`src/xcpc_pkg.sv`:
```
// Package for the xorshift chained pixel cipher: constants, types and the generator step.
`default_nettype none
package xcpc_pkg;

  localparam int unsigned MAX_PIXELS = 1048576;
  localparam int unsigned STEP_W     = 21;
  localparam int unsigned CFG_DATA_W = 32;
  localparam int unsigned CFG_IDX_W  = 2;

  localparam logic [STEP_W-1:0] MAX_STEPS = STEP_W'(MAX_PIXELS);

  typedef logic [CFG_IDX_W-1:0] cfg_idx_t;

  localparam cfg_idx_t REG_SEED         = 2'd0;
  localparam cfg_idx_t REG_START_VALUE  = 2'd1;
  localparam cfg_idx_t REG_PIXEL_COUNT  = 2'd2;
  localparam cfg_idx_t REG_DECRYPT_MODE = 2'd3;

  typedef enum logic [3:0] {
    S_IDLE = 4'b0001,
    S_STEP = 4'b0010,
    S_WARM = 4'b0100,
    S_EMIT = 4'b1000
  } state_t;

  // One xorshift32 step, shifts 13 / 17 / 5.
  function automatic logic [31:0] xs_step(input logic [31:0] x);
    logic [31:0] a;
    logic [31:0] b;
    a = x ^ (x << 13);
    b = a ^ (a >> 17);
    return b ^ (b << 5);
  endfunction

endpackage
`default_nettype wire

```
`src/xcpc_in_if.sv`:
```
// Input pixel channel: valid/ready handshake with the pixel and frame marker.
`default_nettype none
interface xcpc_in_if;
  logic       valid;
  logic       ready;
  logic [7:0] red_in;
  logic [7:0] green_in;
  logic [7:0] blue_in;
  logic       frame_start;

  modport source (output valid, red_in, green_in, blue_in, frame_start, input ready);
  modport sink   (input valid, red_in, green_in, blue_in, frame_start, output ready);
endinterface
`default_nettype wire

```
`src/xcpc_out_if.sv`:
```
// Output pixel channel: valid/ready handshake with the ciphered pixel.
`default_nettype none
interface xcpc_out_if;
  logic       valid;
  logic       ready;
  logic [7:0] red_out;
  logic [7:0] green_out;
  logic [7:0] blue_out;

  modport source (output valid, red_out, green_out, blue_out, input ready);
  modport sink   (input valid, red_out, green_out, blue_out, output ready);
endinterface
`default_nettype wire

```
`src/xorshift_chained_pixel_cipher.sv`:
```
// Top level: xorshift32 keystream, XOR-chained pixel cipher with one shared step unit.
//
//   channel  | dir | handshake     | payload
//   ---------+-----+---------------+------------------------------------------
//   pix_in   | in  | valid/ready   | red_in, green_in, blue_in, frame_start
//   pix_out  | out | valid/ready   | red_out, green_out, blue_out
//   cfg      | in  | cfg_we        | cfg_index, cfg_data (no read-back)
//
// A plain pixel passes through accept, one generator step and result load.
// A frame-start pixel runs min(pixel_count, 2^20) warm-up steps, then the result
// load; the single xorshift step unit is reused once per warm-up step.
// The result register holds one pixel, so the next item is taken while it waits.
// rst is synchronous: config returns to seed 1, start_value 0, pixel_count 1, encrypt.
// A stalled pix_out holds the block in its result-load state until space frees up.
`default_nettype none
module xorshift_chained_pixel_cipher
  import xcpc_pkg::*;
(
  input  wire logic                  clk,
  input  wire logic                  rst,
  input  wire logic                  cfg_we,
  input  wire cfg_idx_t              cfg_index,
  input  wire logic [CFG_DATA_W-1:0] cfg_data,
  xcpc_in_if.sink                    pix_in,
  xcpc_out_if.source                 pix_out
);

  // configuration
  logic [31:0]       seed;
  logic [31:0]       start_value;
  logic [STEP_W-1:0] pixel_count;
  logic              decrypt_mode;

  // datapath
  state_t            state;
  logic [31:0]       gen;
  logic [23:0]       chain;
  logic [23:0]       pix;
  logic [STEP_W-1:0] remaining;
  logic              out_valid;
  logic [23:0]       out_pix;

  logic              in_fire;
  logic              out_free;
  logic [31:0]       gen_next;
  logic [STEP_W-1:0] steps;
  logic [23:0]       res;
  logic [7:0]        sb;

  assign in_fire  = pix_in.valid && pix_in.ready;
  assign out_free = !out_valid || pix_out.ready;
  assign gen_next = xs_step(gen);
  assign steps    = (pixel_count > MAX_STEPS) ? MAX_STEPS : pixel_count;
  assign res      = pix ^ chain ^ gen[23:0];
  assign sb       = start_value[7:0];

  assign pix_in.ready      = (state == S_IDLE);
  assign pix_out.valid     = out_valid;
  assign pix_out.red_out   = out_pix[7:0];
  assign pix_out.green_out = out_pix[15:8];
  assign pix_out.blue_out  = out_pix[23:16];

  always_ff @(posedge clk) begin
    if (rst) begin
      seed         <= 32'd1;
      start_value  <= 32'd0;
      pixel_count  <= STEP_W'(1);
      decrypt_mode <= 1'b0;
    end else if (cfg_we) begin
      unique case (cfg_index)
        REG_SEED:         seed         <= cfg_data;
        REG_START_VALUE:  start_value  <= cfg_data;
        REG_PIXEL_COUNT:  pixel_count  <= cfg_data[STEP_W-1:0];
        REG_DECRYPT_MODE: decrypt_mode <= cfg_data[0];
        default: ;
      endcase
    end
  end

  always_ff @(posedge clk) begin
    if (rst) begin
      state     <= S_IDLE;
      gen       <= 32'd0;
      chain     <= 24'd0;
      out_valid <= 1'b0;
      remaining <= '0;
    end else begin
      // in S_EMIT the load below owns out_valid
      if (out_valid && pix_out.ready && (state != S_EMIT)) begin
        out_valid <= 1'b0;
      end
      unique case (state)
        S_IDLE: begin
          if (in_fire) begin
            pix <= {pix_in.blue_in, pix_in.green_in, pix_in.red_in};
            if (pix_in.frame_start) begin
              gen       <= seed;
              chain     <= {sb, sb, sb};
              remaining <= steps;
              state     <= (steps == '0) ? S_EMIT : S_WARM;
            end else begin
              state <= S_STEP;
            end
          end
        end
        S_STEP: begin
          gen   <= gen_next;
          state <= S_EMIT;
        end
        S_WARM: begin
          gen       <= gen_next;
          remaining <= remaining - STEP_W'(1);
          if (remaining == STEP_W'(1)) begin
            state <= S_EMIT;
          end
        end
        S_EMIT: begin
          if (out_free) begin
            out_pix   <= res;
            out_valid <= 1'b1;
            chain     <= decrypt_mode ? pix : res;
            state     <= S_IDLE;
          end
        end
        default: state <= S_IDLE;
      endcase
    end
  end

`ifndef SYNTHESIS
  a_busy_after_accept: assert property (@(posedge clk) disable iff (rst)
    in_fire |=> !pix_in.ready)
    else $error("block still ready after taking an item");

  a_warm_ends: assert property (@(posedge clk) disable iff (rst)
    (state == S_WARM) && (remaining == STEP_W'(1)) |=> (state == S_EMIT))
    else $error("warm-up did not end on its last step");

  a_warm_nonzero: assert property (@(posedge clk) disable iff (rst)
    (state == S_WARM) |-> (remaining != '0))
    else $error("warm-up running with no steps left");

  a_emit_loads: assert property (@(posedge clk) disable iff (rst)
    (state == S_EMIT) && out_free |=> pix_out.valid && (state == S_IDLE))
    else $error("result not loaded when output had room");
`endif

endmodule
`default_nettype wire
```
`src/flat_wrapper.sv`:
```
// flat-port wrapper written by rule: the top's interface ports become plain ports
module xorshift_chained_pixel_cipher_flat import xcpc_pkg::*;
  (clk, rst, cfg_we, cfg_index, cfg_data, pix_in_valid, pix_in_red_in, pix_in_green_in, pix_in_blue_in, pix_in_frame_start, pix_in_ready, pix_out_valid, pix_out_red_out, pix_out_green_out, pix_out_blue_out, pix_out_ready);
  xcpc_in_if pix_in_i ();
  xcpc_out_if pix_out_i ();
  input  wire logic clk;
  input  wire logic rst;
  input  wire logic cfg_we;
  input  wire cfg_idx_t cfg_index;
  input  wire logic [CFG_DATA_W-1:0] cfg_data;
  input wire logic [$bits(pix_in_i.valid)-1:0] pix_in_valid;
  input wire logic [$bits(pix_in_i.red_in)-1:0] pix_in_red_in;
  input wire logic [$bits(pix_in_i.green_in)-1:0] pix_in_green_in;
  input wire logic [$bits(pix_in_i.blue_in)-1:0] pix_in_blue_in;
  input wire logic [$bits(pix_in_i.frame_start)-1:0] pix_in_frame_start;
  output wire logic [$bits(pix_in_i.ready)-1:0] pix_in_ready;
  output wire logic [$bits(pix_out_i.valid)-1:0] pix_out_valid;
  output wire logic [$bits(pix_out_i.red_out)-1:0] pix_out_red_out;
  output wire logic [$bits(pix_out_i.green_out)-1:0] pix_out_green_out;
  output wire logic [$bits(pix_out_i.blue_out)-1:0] pix_out_blue_out;
  input wire logic [$bits(pix_out_i.ready)-1:0] pix_out_ready;
  assign pix_in_i.valid = pix_in_valid;
  assign pix_in_i.red_in = pix_in_red_in;
  assign pix_in_i.green_in = pix_in_green_in;
  assign pix_in_i.blue_in = pix_in_blue_in;
  assign pix_in_i.frame_start = pix_in_frame_start;
  assign pix_in_ready = pix_in_i.ready;
  assign pix_out_valid = pix_out_i.valid;
  assign pix_out_red_out = pix_out_i.red_out;
  assign pix_out_green_out = pix_out_i.green_out;
  assign pix_out_blue_out = pix_out_i.blue_out;
  assign pix_out_i.ready = pix_out_ready;
  xorshift_chained_pixel_cipher u_core (.clk(clk), .rst(rst), .cfg_we(cfg_we), .cfg_index(cfg_index), .cfg_data(cfg_data), .pix_in(pix_in_i), .pix_out(pix_out_i));
endmodule
```
`config.mk`:
```
export PLATFORM = sky130hd
export DESIGN_NAME = xorshift_chained_pixel_cipher_flat
export DESIGN_NICKNAME = d
export VERILOG_FILES = /design/src/xcpc_pkg.sv /design/src/xcpc_in_if.sv /design/src/xcpc_out_if.sv /design/src/xorshift_chained_pixel_cipher.sv /design/src/flat_wrapper.sv
export SDC_FILE = /design/constraint.sdc
export NUM_CORES = 1
export LEC_CHECK = 0
export BUFFER_PORTS_ARGS = -buffer_cell sky130_fd_sc_hd__buf_4
export CORE_MARGIN = 3
export CORE_UTILIZATION = 53
export DETAILED_ROUTE_END_ITERATION = 10
export PLACE_DENSITY = 0.79
export SETUP_SLACK_MARGIN = 0.2
export SLEW_MARGIN = 25
export SYNTH_ARGS = -nofsm -noshare
export SYNTH_HDL_FRONTEND = slang
export SYNTH_SLANG_ARGS = --single-unit
```
`constraint.sdc`:
```
create_clock -name clk -period 3.5 [get_ports clk]
set_input_delay 0.525 -clock clk [delete_from_list [all_inputs] [get_ports clk]]
set_output_delay 0.525 -clock clk [all_outputs]
set_load 0.01 [all_outputs]
```
==> flow_summary.yaml, run 1 <==
setup_path:
  reg2reg_setup_slack_ns: 1.12
  critical_path.reg2reg.endpoint: "u_core.remaining[8]"
  critPathCaptureType: "flop"
  r2r.worst_path.cells: 6
  critical_path_arrival_ns: 2.69
  critPathMaxFanout: 23
  timing.critical_path.required_ns: 3.81
  worst-setup-path-type: "reg -> reg"
  worstSetupStartpointType: "flop"
  reg2reg_from: "u_core.state[2]"
layout:
  synthToLayoutAreaGrowth_pct: 15.0
  final_antenna_diode_count: 0
  layout.cells.most_common: "sky130_fd_sc_hd__nand2_1"
  drive_above_1_share_pct: 15.6
  mostFrequentLayoutCells: "sky130_fd_sc_hd__nand2_1, sky130_fd_sc_hd__dfxtp_1, sky130_fd_sc_hd__buf_4, sky130_fd_sc_hd__xnor2_1, sky130_fd_sc_hd__a21oi_1"
  final_net_count: 1105
sta:
  grt_setup_unrepaired: "no"
  finClkSkew_ns: 0.0155
  slew_headroom_pct: 48.4
  timing.hold.ws_ns: 0.266
  worst_pin_slew_ns: 0.772
  finalWorstPathRequiredPeriod_ns: 2.38
  timing.final.crit_share_pct: 67.9
  sum_of_negative_setup_slack_ns: 0
  fmaxAchievable_mhz: 421
  report.final.hold_viol_count: 0
  total_count_of_max_transition_violations_in_the_final_report: 0
  final_report_setup_violation_count: 0
grt:
  grt_pass1_wl_um: 36300
  grt_overall_usage_pct: 24.9
  vias_in_the_first_global_route: 7019
  global_route.overflow_total: 0
  grt_start_max_net_pins: 88
  grt_antenna_before_repair: 0
clock_tree:
  post_cts_buffers: 0
  post_cts_resized: 0
  clkSlewWorstSetupHoldPaths_ns: 0.07
  clock_sink_count: 192
  ctsLongestPathBuffers: 2
  clkLatencyLatePin_ns: 0.43
  cts-buffers-inserted: 17
  tritoncts_clock_tree: "yes"
  htree_depth: 4
  clock_tree.root_cell: "sky130_fd_sc_hd__clkbuf_16"
  cts_hold_buffers: 0
floorplanning:
  dieHeight_um: 136
  floorplan.die.width_um: 136
  pin_count: 90
  core_region_area_um2: 16600
  initial_utilization_pct: 54.2
  floorplan.rows: 47
  floorplan.die_area_um2: 18600
detailed_routing:
  number_of_vias_after_detailed_routing: 7370
  detail_route.iter0.violations: 698
  via_per_inst: 5.79
  remaining_drc_errors: 0
  detail_route.first_pass.iterations: 5
  drtAntennaViolNets: 0
  routed_wl_um: 22600
  drt-wirelength-per-cell_um: 17.8
power_and_ir_drop:
  p_clk_share_pct: 35.5
  p_switching_mw: 1.43
  maximum_vdd_drop_mv: 0.403
  power.share.combinational_pct: 16.1
  pwr-share-seq_pct: 48.4
  power_per_cell_area_nw_per_um2: 495
  power.static_leakage_nw: 3.64
  total_power_mw: 5.14
  cellInternalPower_mw: 3.71
  swShare_pct: 27.7
yosys:
  synthDominantAreaCellType: "sky130_fd_sc_hd__dfxtp_1"
  syn_area_um2: 9020
  syn_inst: 985
  netlist-cell-type-count: 59
  synth_warnings: 0
  ys_ff_latch: 192
  synth_edf_count: 48
  seq_area_frac_synth_pct: 47.9
  dominantRegCellSynth: "sky130_fd_sc_hd__dfxtp_1"
  synth_top_area_share_pct: 31.9
  synth-async-reset-ratio_pct: 0
  synth_top_cells_by_area: "sky130_fd_sc_hd__dfxtp_1, sky130_fd_sc_hd__edfxtp_1, sky130_fd_sc_hd__xnor2_1, sky130_fd_sc_hd__nand2_1, sky130_fd_sc_hd__a21oi_1"
  synth_nets: 1051
  avgSynthCellArea_um2: 9.16
outcome:
  status: "completed"
min_path:
  timing.hold.worst.start: "pix_in_blue_in[3]"
  worst_hold_path_cell_count: 1
  hold-path-endpoint: "u_core.pix[19]"
  hold_class: "in -> reg"
job:
  drv.max_cap_violation_count: 0
placement:
  globalplace.congestion: 0.876
  port_buffers: 89
  detailed_place_hpwl_um: 15700
metal layers:
metal,vias to the layer above,share of wire (%),track usage (%)
met5,-,0,0
met4,0,2.8,9.46
met3,45,5.7,5.81
met2,238,49,40.3
met1,3549,42,32.3
li1,3538,-,-
worst max-delay path by stage:
stage / from / to / slack [ns] / cells past startpoint
after global placement: u_core.state[2] / u_core.remaining[8] / 1.17 / 6
final: u_core.state[2] / u_core.remaining[8] / 1.12 / 6
after CTS: u_core.state[2] / u_core.remaining[8] / 1.11 / 6
after floorplan: u_core.state[1] / u_core.pix[0] / 0.25 / 3
after global routing: u_core.state[2] / u_core.remaining[8] / 0.85 / 6
after detailed placement: u_core.state[2] / u_core.remaining[8] / 1.12 / 6
per-stage QoR:
step	cell area, um^2	worst slack, ns	utilization, %	instances
floorplan	9020	0.247	-	985
global placement	9800	1.17	58.9	1239
detailed placement	9800	1.12	58.9	1239
CTS	10300	1.11	62.2	1271
global route	10400	0.846	62.3	1272
finish	10400	1.12	62.3	1272
critical path: stages (launching register included):
cell	delay, ns
sky130_fd_sc_hd__dfxtp_1	0.49
sky130_fd_sc_hd__or4b_1	0.82
sky130_fd_sc_hd__nand2_1	0.21
sky130_fd_sc_hd__o31ai_1	0.16
sky130_fd_sc_hd__buf_4	0.21
sky130_fd_sc_hd__a221oi_1	0.29
sky130_fd_sc_hd__nor3_1	0.08
synth_stat cells (all sizes together) (21+ instances only):
| library cell | n |
|---|---|
| a21oi | 86 |
| a311oi | 21 |
| o21ai | 27 |
| nand3 | 41 |
| dfxtp | 144 |
| nand2b | 27 |
| edfxtp | 48 |
| nor2 | 63 |
| clkbuf | 57 |
| nand2 | 187 |
| a22o | 25 |
| xnor2 | 93 |
power groups by stage:
stage,logic (mW),clock network [mW],registers (mW)
final,0.826,1.82,2.49
after detailed placement,0.805,0,2.54
after global placement,0.791,0,2.53
after floorplan,0.631,0,2.48
after CTS,0.816,1.85,2.49
after global routing,0.908,1.94,2.50
sequential cells by signal (all words and copies together), names as in the netlist:
signal	cells
u_core.chain	24
u_core.decrypt_mode	1
u_core.gen	32
u_core.out_pix	24
u_core.pix	24
u_core.pix_out.valid	1
u_core.pixel_count	21
u_core.remaining	21
u_core.seed	32
u_core.start_value	8
u_core.state	4
area by class of cell:
cell class / count / area, um^2
clock inverter: 13 / 114
fill: 1353 / 6270
multi-input combinational: 718 / 4410
tap: 220 / 275
clock buffer: 19 / 433
timing repair buffer: 104 / 801
inverter: 6 / 23.8
sequential: 192 / 4320
logic make-up after synthesis:
| logic type | Yosys count | synth area share (%) |
|---|---|---|
| and+or+nand+nor | 391 | 20.2 |
| AOI/OAI and AO/OA | 204 | 15.8 |
| DFF | 192 | 47.9 |
| xor gates and xnor gates | 112 | 11.2 |
| buffers and inverters | 75 | 3.51 |
| muxes | 9 | 0.998 |
| adders and majority gates | 2 | 0.277 |
No activity file was read; power rests on OpenSTA's default activity.
==> inputs of run 2 (changes only) <==
--- a/config.mk
+++ b/config.mk
@@ -5,11 +5,12 @@
 export SDC_FILE = /design/constraint.sdc
 export NUM_CORES = 1
 export LEC_CHECK = 0
+export ABC_AREA = 1
 export BUFFER_PORTS_ARGS = -buffer_cell sky130_fd_sc_hd__buf_4
 export CORE_MARGIN = 3
-export CORE_UTILIZATION = 53
+export CORE_UTILIZATION = 54
 export DETAILED_ROUTE_END_ITERATION = 10
-export PLACE_DENSITY = 0.79
+export PLACE_DENSITY = 0.8
 export SETUP_SLACK_MARGIN = 0.2
 export SLEW_MARGIN = 25
 export SYNTH_ARGS = -nofsm -noshare
==> constraint.sdc (replaced) <==
create_clock -name clk -period 2.1 [get_ports clk]
set_input_delay 0.315 -clock clk [delete_from_list [all_inputs] [get_ports clk]]
set_output_delay 0.315 -clock clk [all_outputs]
set_load 0.01 [all_outputs]
==> run 2 against run 1 <==
Effect of this change: maximum frequency increased by 38%; sequential power increased by 110%; die area decreased by 1.1%; combinational power increased to 5.6 times the previous value; via count increased by 10%; first-iteration DRC count increased by 7.7%; non-clock buffer count increased by 7; flip-flop and latch count unchanged; cell count increased by 14%; count of clock-buffer cells in the layout increased by 3; critical path type unchanged; largest cell class is now flip-flops and latches; largest power group unchanged; highest routed layer unchanged.
==> flow_summary.yaml, run 2 <==
clock_tree:
  ctsLongestPathBuffers: 2
  htree_depth: 4
  clock_sink_count: 192
  tritoncts_clock_tree: "yes"
  post_cts_buffers: 0
  cts-buffers-inserted: 17
  clkLatencyLatePin_ns: 0.44
  cts_hold_buffers: 0
  clock_tree.root_cell: "sky130_fd_sc_hd__clkbuf_16"
  clkSlewWorstSetupHoldPaths_ns: 0.07
power_and_ir_drop:
  total_power_mw: 13.1
  maximum_vdd_drop_mv: 0.787
  pwr-share-seq_pct: 39.0
  power.share.combinational_pct: 35.1
  power.static_leakage_nw: 4.25
  p_clk_share_pct: 25.9
  cellInternalPower_mw: 8.21
  swShare_pct: 37.4
  p_switching_mw: 4.92
  power_per_cell_area_nw_per_um2: 1240
layout:
  final_antenna_diode_count: 0
  final_net_count: 1285
  drive_above_1_share_pct: 14.4
  multi_input_area_um2: 4310
  mostFrequentLayoutCells: "sky130_fd_sc_hd__nor2_1, sky130_fd_sc_hd__nand2_1, sky130_fd_sc_hd__dfxtp_1, sky130_fd_sc_hd__o21ai_0"
  final-seq-area_um2: 4320
  layout.cells.most_common: "sky130_fd_sc_hd__nor2_1"
  largest_registers_in_the_final_layout: "u_core.gen: 32 flops, u_core.seed: 32 flops"
  n_fill_cell: 1347
  synthToLayoutAreaGrowth_pct: 16.3
yosys:
  synth_fa_ha_area_share_pct: 0.275
  synthesized_area_fraction_occupied_by_xor_and_xnor_cells_pct: 9.35
  synth_edf_count: 48
  synthDominantAreaCellType: "sky130_fd_sc_hd__dfxtp_1"
  synth_warnings: 0
  synthMuxAreaShare_pct: 0
  synth_nets: 1214
  synth_top_family_by_area: "simple AND/OR/NAND/NOR gates"
  ys_ff_latch: 192
  syn_area_um2: 9090
  seq_area_frac_synth_pct: 47.6
  synth-compound-area-share_pct: 16.0
  synth_top_area_share_pct: 31.7
  synth_top_cells_by_area: "sky130_fd_sc_hd__dfxtp_1, sky130_fd_sc_hd__edfxtp_1, sky130_fd_sc_hd__nor2_1, sky130_fd_sc_hd__o21ai_0, sky130_fd_sc_hd__xnor2_1"
  synth-async-reset-ratio_pct: 0
  syn_inst: 1148
  dominantRegCellSynth: "sky130_fd_sc_hd__dfxtp_1"
  synthTopCellsByCount: "sky130_fd_sc_hd__nor2_1, sky130_fd_sc_hd__nand2_1, sky130_fd_sc_hd__dfxtp_1, sky130_fd_sc_hd__o21ai_0, sky130_fd_sc_hd__a21oi_1"
  netlist-cell-type-count: 35
  avgSynthCellArea_um2: 7.92
  synth_simple_gate_area_share_pct: 21.3
  synth_most_common_cell: "sky130_fd_sc_hd__nor2_1"
sta:
  fmaxAchievable_mhz: 582
  slew_headroom_pct: 54.3
  grt_setup_unrepaired: "no"
  worst_pin_slew_ns: 0.685
  final_report_setup_violation_count: 0
  finClkSkew_ns: 0.00859
  total_count_of_max_transition_violations_in_the_final_report: 0
  timing.final.crit_share_pct: 81.8
  report.final.hold_viol_count: 0
  finalWorstPathRequiredPeriod_ns: 1.72
  sum_of_negative_setup_slack_ns: 0
grt:
  gr-usage-met2_pct: 42.6
  global_route.usage.met1_pct: 34.6
  top_usage_layer: "met2"
  grt_pass1_wl_um: 38400
  grt.met3_usage_pct: 5.35
  grt_start_max_net_pins: 66
  grt_overall_usage_pct: 26.4
  grt_antenna_before_repair: 0
  vias_in_the_first_global_route: 7576
  global_route.overflow_total: 0
floorplanning:
  pin_count: 90
  initial_utilization_pct: 56.2
  dieHeight_um: 136
  core_region_area_um2: 16200
  floorplan.rows: 46
  floorplan.die_area_um2: 18400
  floorplan.die.width_um: 136
detailed_routing:
  via_per_inst: 5.60
  drt-wirelength-per-cell_um: 16.6
  number_of_vias_after_detailed_routing: 8116
  routed_wl_um: 24000
  remaining_drc_errors: 0
  drtAntennaViolNets: 0
  detail_route.iter0.violations: 752
  detail_route.first_pass.iterations: 5
placement:
  port_buffers: 89
  detailed_place_hpwl_um: 16700
  globalplace.congestion: 0.919
min_path:
  hold_class: "in -> reg"
setup_path:
  critPathCaptureType: "flop"
  worst-setup-path-type: "reg -> reg"
  worstSetupStartpointType: "flop"
  timing.critical_path.required_ns: 2.47
  critPathMaxFanout: 5
  critical_path_arrival_ns: 2.09
job:
  drv.max_cap_violation_count: 0
outcome:
  status: "completed"
run 2: cell count changes in the layout (fill, tap and decap cells not counted), sizes merged, moves of 25 or more:
cell    previous run  this run
nor2              63       247
o21ai             27       154
inv                8        49
nand2            187       158
nand2b            27         0
a22o              25         0
run 2: cell families after synthesis:
kind of cell / after synthesis
xor+xnor: 97
flops: 192
buf+inv: 107
simple gates: 468
compound gates: 282
fa+ha+maj: 2
run 2: final cells by class:
class	instances	share of cell area [%]
clock buffer	22	4.79
inverter	48	1.81
sequential	192	40.9
clock inverter	10	1.15
timing repair buffer	111	8.04
tap	216	2.56
multi-input combinational	849	40.7
run 2: critical path, stage by stage (launching register included):
cell                      delay, ns
sky130_fd_sc_hd__dfxtp_1       0.42
sky130_fd_sc_hd__xnor2_1       0.51
sky130_fd_sc_hd__xor2_1        0.36
sky130_fd_sc_hd__nor2_1        0.09
sky130_fd_sc_hd__nor2_1        0.10
sky130_fd_sc_hd__nand2_1       0.06
sky130_fd_sc_hd__a21oi_1       0.11
run 2: power by group through the flow:
stage	clock network (mW)	logic, mW	registers [mW]
global route	3.57	5.16	5.15
global placement	0	4.32	5.15
finish	3.40	4.61	5.12
CTS	3.41	4.52	5.10
detailed placement	0	4.42	5.17
floorplan	0	3.61	4.92
run 2: path summary, 6_finish.rpt:
kind | from | to | slack (ns) | cells after the start
hold / removal | pix_in_red_in[1] | u_core.pix[1] | 0.05 | 1
setup / recovery | u_core.gen[12] | u_core.gen[8] | 0.38 | 6
setup reg to reg | u_core.gen[12] | u_core.gen[8] | 0.38 | 6
hold reg to reg | u_core.start_value[6] | u_core.start_value[6] | 0.45 | 2
run 2: stage by stage:
step | instance area [um^2] | worst slack (ns) | instances | hold WS (ns) | util [%]
floorplan | 9100 | 0.310 | 1148 | 0.414 | -
global placement | 9910 | 0.248 | 1416 | 0.434 | 61.3
detailed placement | 9910 | 0.234 | 1416 | 0.438 | 61.3
CTS | 10500 | 0.235 | 1448 | 0.0441 | 65.2
global route | 10600 | 0.220 | 1448 | 0.0320 | 65.4
finish | 10600 | 0.382 | 1448 | 0.0488 | 65.4
run 2: routing by layer:
metal  vias up  wire length [um]
met5         -                 0
met4         0               855
met3        58              1650
met2       323             11300
met1      3788             10200
li1       3947                 -
run 2: what timing repair did:
item                       CTS  global route
setup endpoints to repair    2            36
pin swaps                    0             0
gates resized for setup      1             8
==> inputs of run 3 (changes only) <==
--- a/config.mk
+++ b/config.mk
@@ -5,12 +5,12 @@
 export SDC_FILE = /design/constraint.sdc
 export NUM_CORES = 1
 export LEC_CHECK = 0
-export ABC_AREA = 1
+export ABC_AREA = 0
 export BUFFER_PORTS_ARGS = -buffer_cell sky130_fd_sc_hd__buf_4
 export CORE_MARGIN = 3
-export CORE_UTILIZATION = 54
+export CORE_UTILIZATION = 53
 export DETAILED_ROUTE_END_ITERATION = 10
-export PLACE_DENSITY = 0.8
+export PLACE_DENSITY = 0.79
 export SETUP_SLACK_MARGIN = 0.2
 export SLEW_MARGIN = 25
 export SYNTH_ARGS = -nofsm -noshare
==> constraint.sdc (replaced) <==
create_clock -name clk -period 1.4 [get_ports clk]
set_input_delay 0.21 -clock clk [delete_from_list [all_inputs] [get_ports clk]]
set_output_delay 0.21 -clock clk [all_outputs]
set_load 0.01 [all_outputs]
==> run 3 against run 2 <==
Effect of this change: register-to-register slack got worse by 1.1 ns; non-clock buffer count up 215; critical endpoint is now u_core.gen[20]; flip-flop and latch count unchanged; combinational power fell by 12%; via count is 23% higher; the flow now finishes with violations (setup timing); routed wire length rose by 65%.
==> flow_summary.yaml, run 3 (synthesis gave the netlist of run 1 again) <==
sta:
  report.final.hold_viol_count: 0
  timing.final.crit_share_pct: 154
  fmaxAchievable_mhz: 463
  worst_pin_slew_ns: 0.909
  finClkSkew_ns: 0.0123
  final_critical_path_setup_slack_ns: -0.762
  timing.hold.ws_ns: 0.0138
  finalWorstPathRequiredPeriod_ns: 2.16
  total_count_of_max_transition_violations_in_the_final_report: 0
  slew_headroom_pct: 39.0
  final_report_setup_violation_count: 132
  grt_setup_unrepaired: "yes"
grt:
  grt_start_max_net_pins: 68
  grt_overall_usage_pct: 34.8
  global_route.overflow_total: 0
  grt_pass1_wl_um: 49600
  grt_antenna_before_repair: 1
  vias_in_the_first_global_route: 9194
setup_path:
  critical_path_arrival_ns: 2.49
  worstSetupStartpointType: "flop"
  worst-setup-path-type: "reg -> reg"
  reg2reg_setup_slack_ns: -0.76
  critPathCaptureType: "flop"
  critPathMaxFanout: 13
  r2r.worst_path.cells: 6
  timing.critical_path.required_ns: 1.73
clock_tree:
  clkLatencyLatePin_ns: 0.45
  ctsLongestPathBuffers: 2
  tritoncts_clock_tree: "yes"
  clock_sink_count: 192
  clkSlewWorstSetupHoldPaths_ns: 0.07
  clock_tree.root_cell: "sky130_fd_sc_hd__clkbuf_16"
  cts-buffers-inserted: 17
  htree_depth: 4
layout:
  final_antenna_diode_count: 0
  fin_cells: 1495
  final_core_util_pct: 81.1
  layout.cells.most_common: "sky130_fd_sc_hd__buf_4"
  largest_registers_in_the_final_layout: "u_core.gen: 32 flops, u_core.seed: 32 flops"
  final_net_count: 1328
  drive_above_1_share_pct: 37.9
  mostFrequentLayoutCells: "sky130_fd_sc_hd__buf_4, sky130_fd_sc_hd__nand2_1, sky130_fd_sc_hd__dfxtp_1, sky130_fd_sc_hd__xnor2_1, sky130_fd_sc_hd__a21oi_1"
  synthToLayoutAreaGrowth_pct: 49.5
floorplanning:
  initial_utilization_pct: 54.2
  pin_count: 90
  floorplan.die.width_um: 136
  floorplan.rows: 47
  core_region_area_um2: 16600
  floorplan.die_area_um2: 18600
  dieHeight_um: 136
detailed_routing:
  detail_route.first_pass.iterations: 6
  routed_wl_um: 39700
  drtAntennaViolNets: 0
  remaining_drc_errors: 0
  detail_route.iter0.violations: 1449
  drt-wirelength-per-cell_um: 26.6
  number_of_vias_after_detailed_routing: 9977
  via_per_inst: 6.67
power_and_ir_drop:
  power_per_cell_area_nw_per_um2: 1130
  power.static_leakage_nw: 5.15
  maximum_vdd_drop_mv: 1.18
min_path:
  worst_hold_path_cell_count: 3
  hold_class: "in -> reg"
job:
  drv.max_cap_violation_count: 0
placement:
  numPlacedInstances: 1391
  detailed_place_hpwl_um: 18600
  port_buffers: 89
  detailedPlace.worstSlack_ns: -0.511
  globalplace.congestion: 0.865
outcome:
  violations: "setup timing"
  status: "finished with violations"
==> run 3: critical path, cell delays in order, from the launching register on <==
cell	delay, ns
sky130_fd_sc_hd__dfxtp_2	0.34
sky130_fd_sc_hd__or4b_4	0.57
sky130_fd_sc_hd__clkinv_4	0.09
sky130_fd_sc_hd__and3_4	0.26
sky130_fd_sc_hd__buf_12	0.18
sky130_fd_sc_hd__nand2_1	0.20
sky130_fd_sc_hd__a311oi_2	0.40
==> run 3: layout make-up <==
class	instances	area, um^2
Clock buffer	19	453
Timing Repair Buffer	326	3170
Inverter	6	35.0
Sequential cell	192	4350
Clock inverter	13	128
Multi-Input combinational cell	719	5090
Fill cell	785	3150
Tap cell	220	275
==> run 3: power by group <==
| group | switching, mW | internal (mW) |
|---|---|---|
| sequential | 0.265 | 5.94 |
| combinational | 2.11 | 1.95 |
| clock | 2.37 | 2.58 |
| total | 4.75 | 10.5 |
==> run 3: metrics by stage <==
stage | TNS (ns) | area, um^2 | total power [mW]
floorplan | -55.01 | 9260 | 7.93
global placement | -40.74 | 11300 | 9.10
detailed placement | -46.27 | 11300 | 9.18
CTS | -44.56 | 12800 | 14.3
global route | -63.21 | 13500 | 15.5
finish | -59.69 | 13500 | 15.2
==> run 3: worst paths after layout <==
kind | from | to
worst max-delay path | u_core.state[3] | u_core.gen[20]
worst min-delay path | cfg_data[27] | u_core.seed[27]
worst max register to register | u_core.state[3] | u_core.gen[20]
worst min register to register | u_core.seed[31] | u_core.seed[31]
==> run 3: timing repair <==
action / 4_1_cts / 5_1_grt
cloned: 7 / 8
setup buffers: 22 / 11
pin swaps: 33 / 41
gates resized for setup: 99 / 99
setup endpoints to repair: 135 / 145
hold buffers: 24 / 0
hold endpoints to repair: 24 / 0
==> run 3: metal layers <==
layer | GRT usage (%) | part of all wire (%) | vias up
li1 | - | - | 3984
met1 | 40.3 | 32 | 4597
met2 | 57.7 | 45 | 998
met3 | 7.59 | 12 | 396
met4 | 22.6 | 11 | 2
met5 | 0 | 0.038 | -
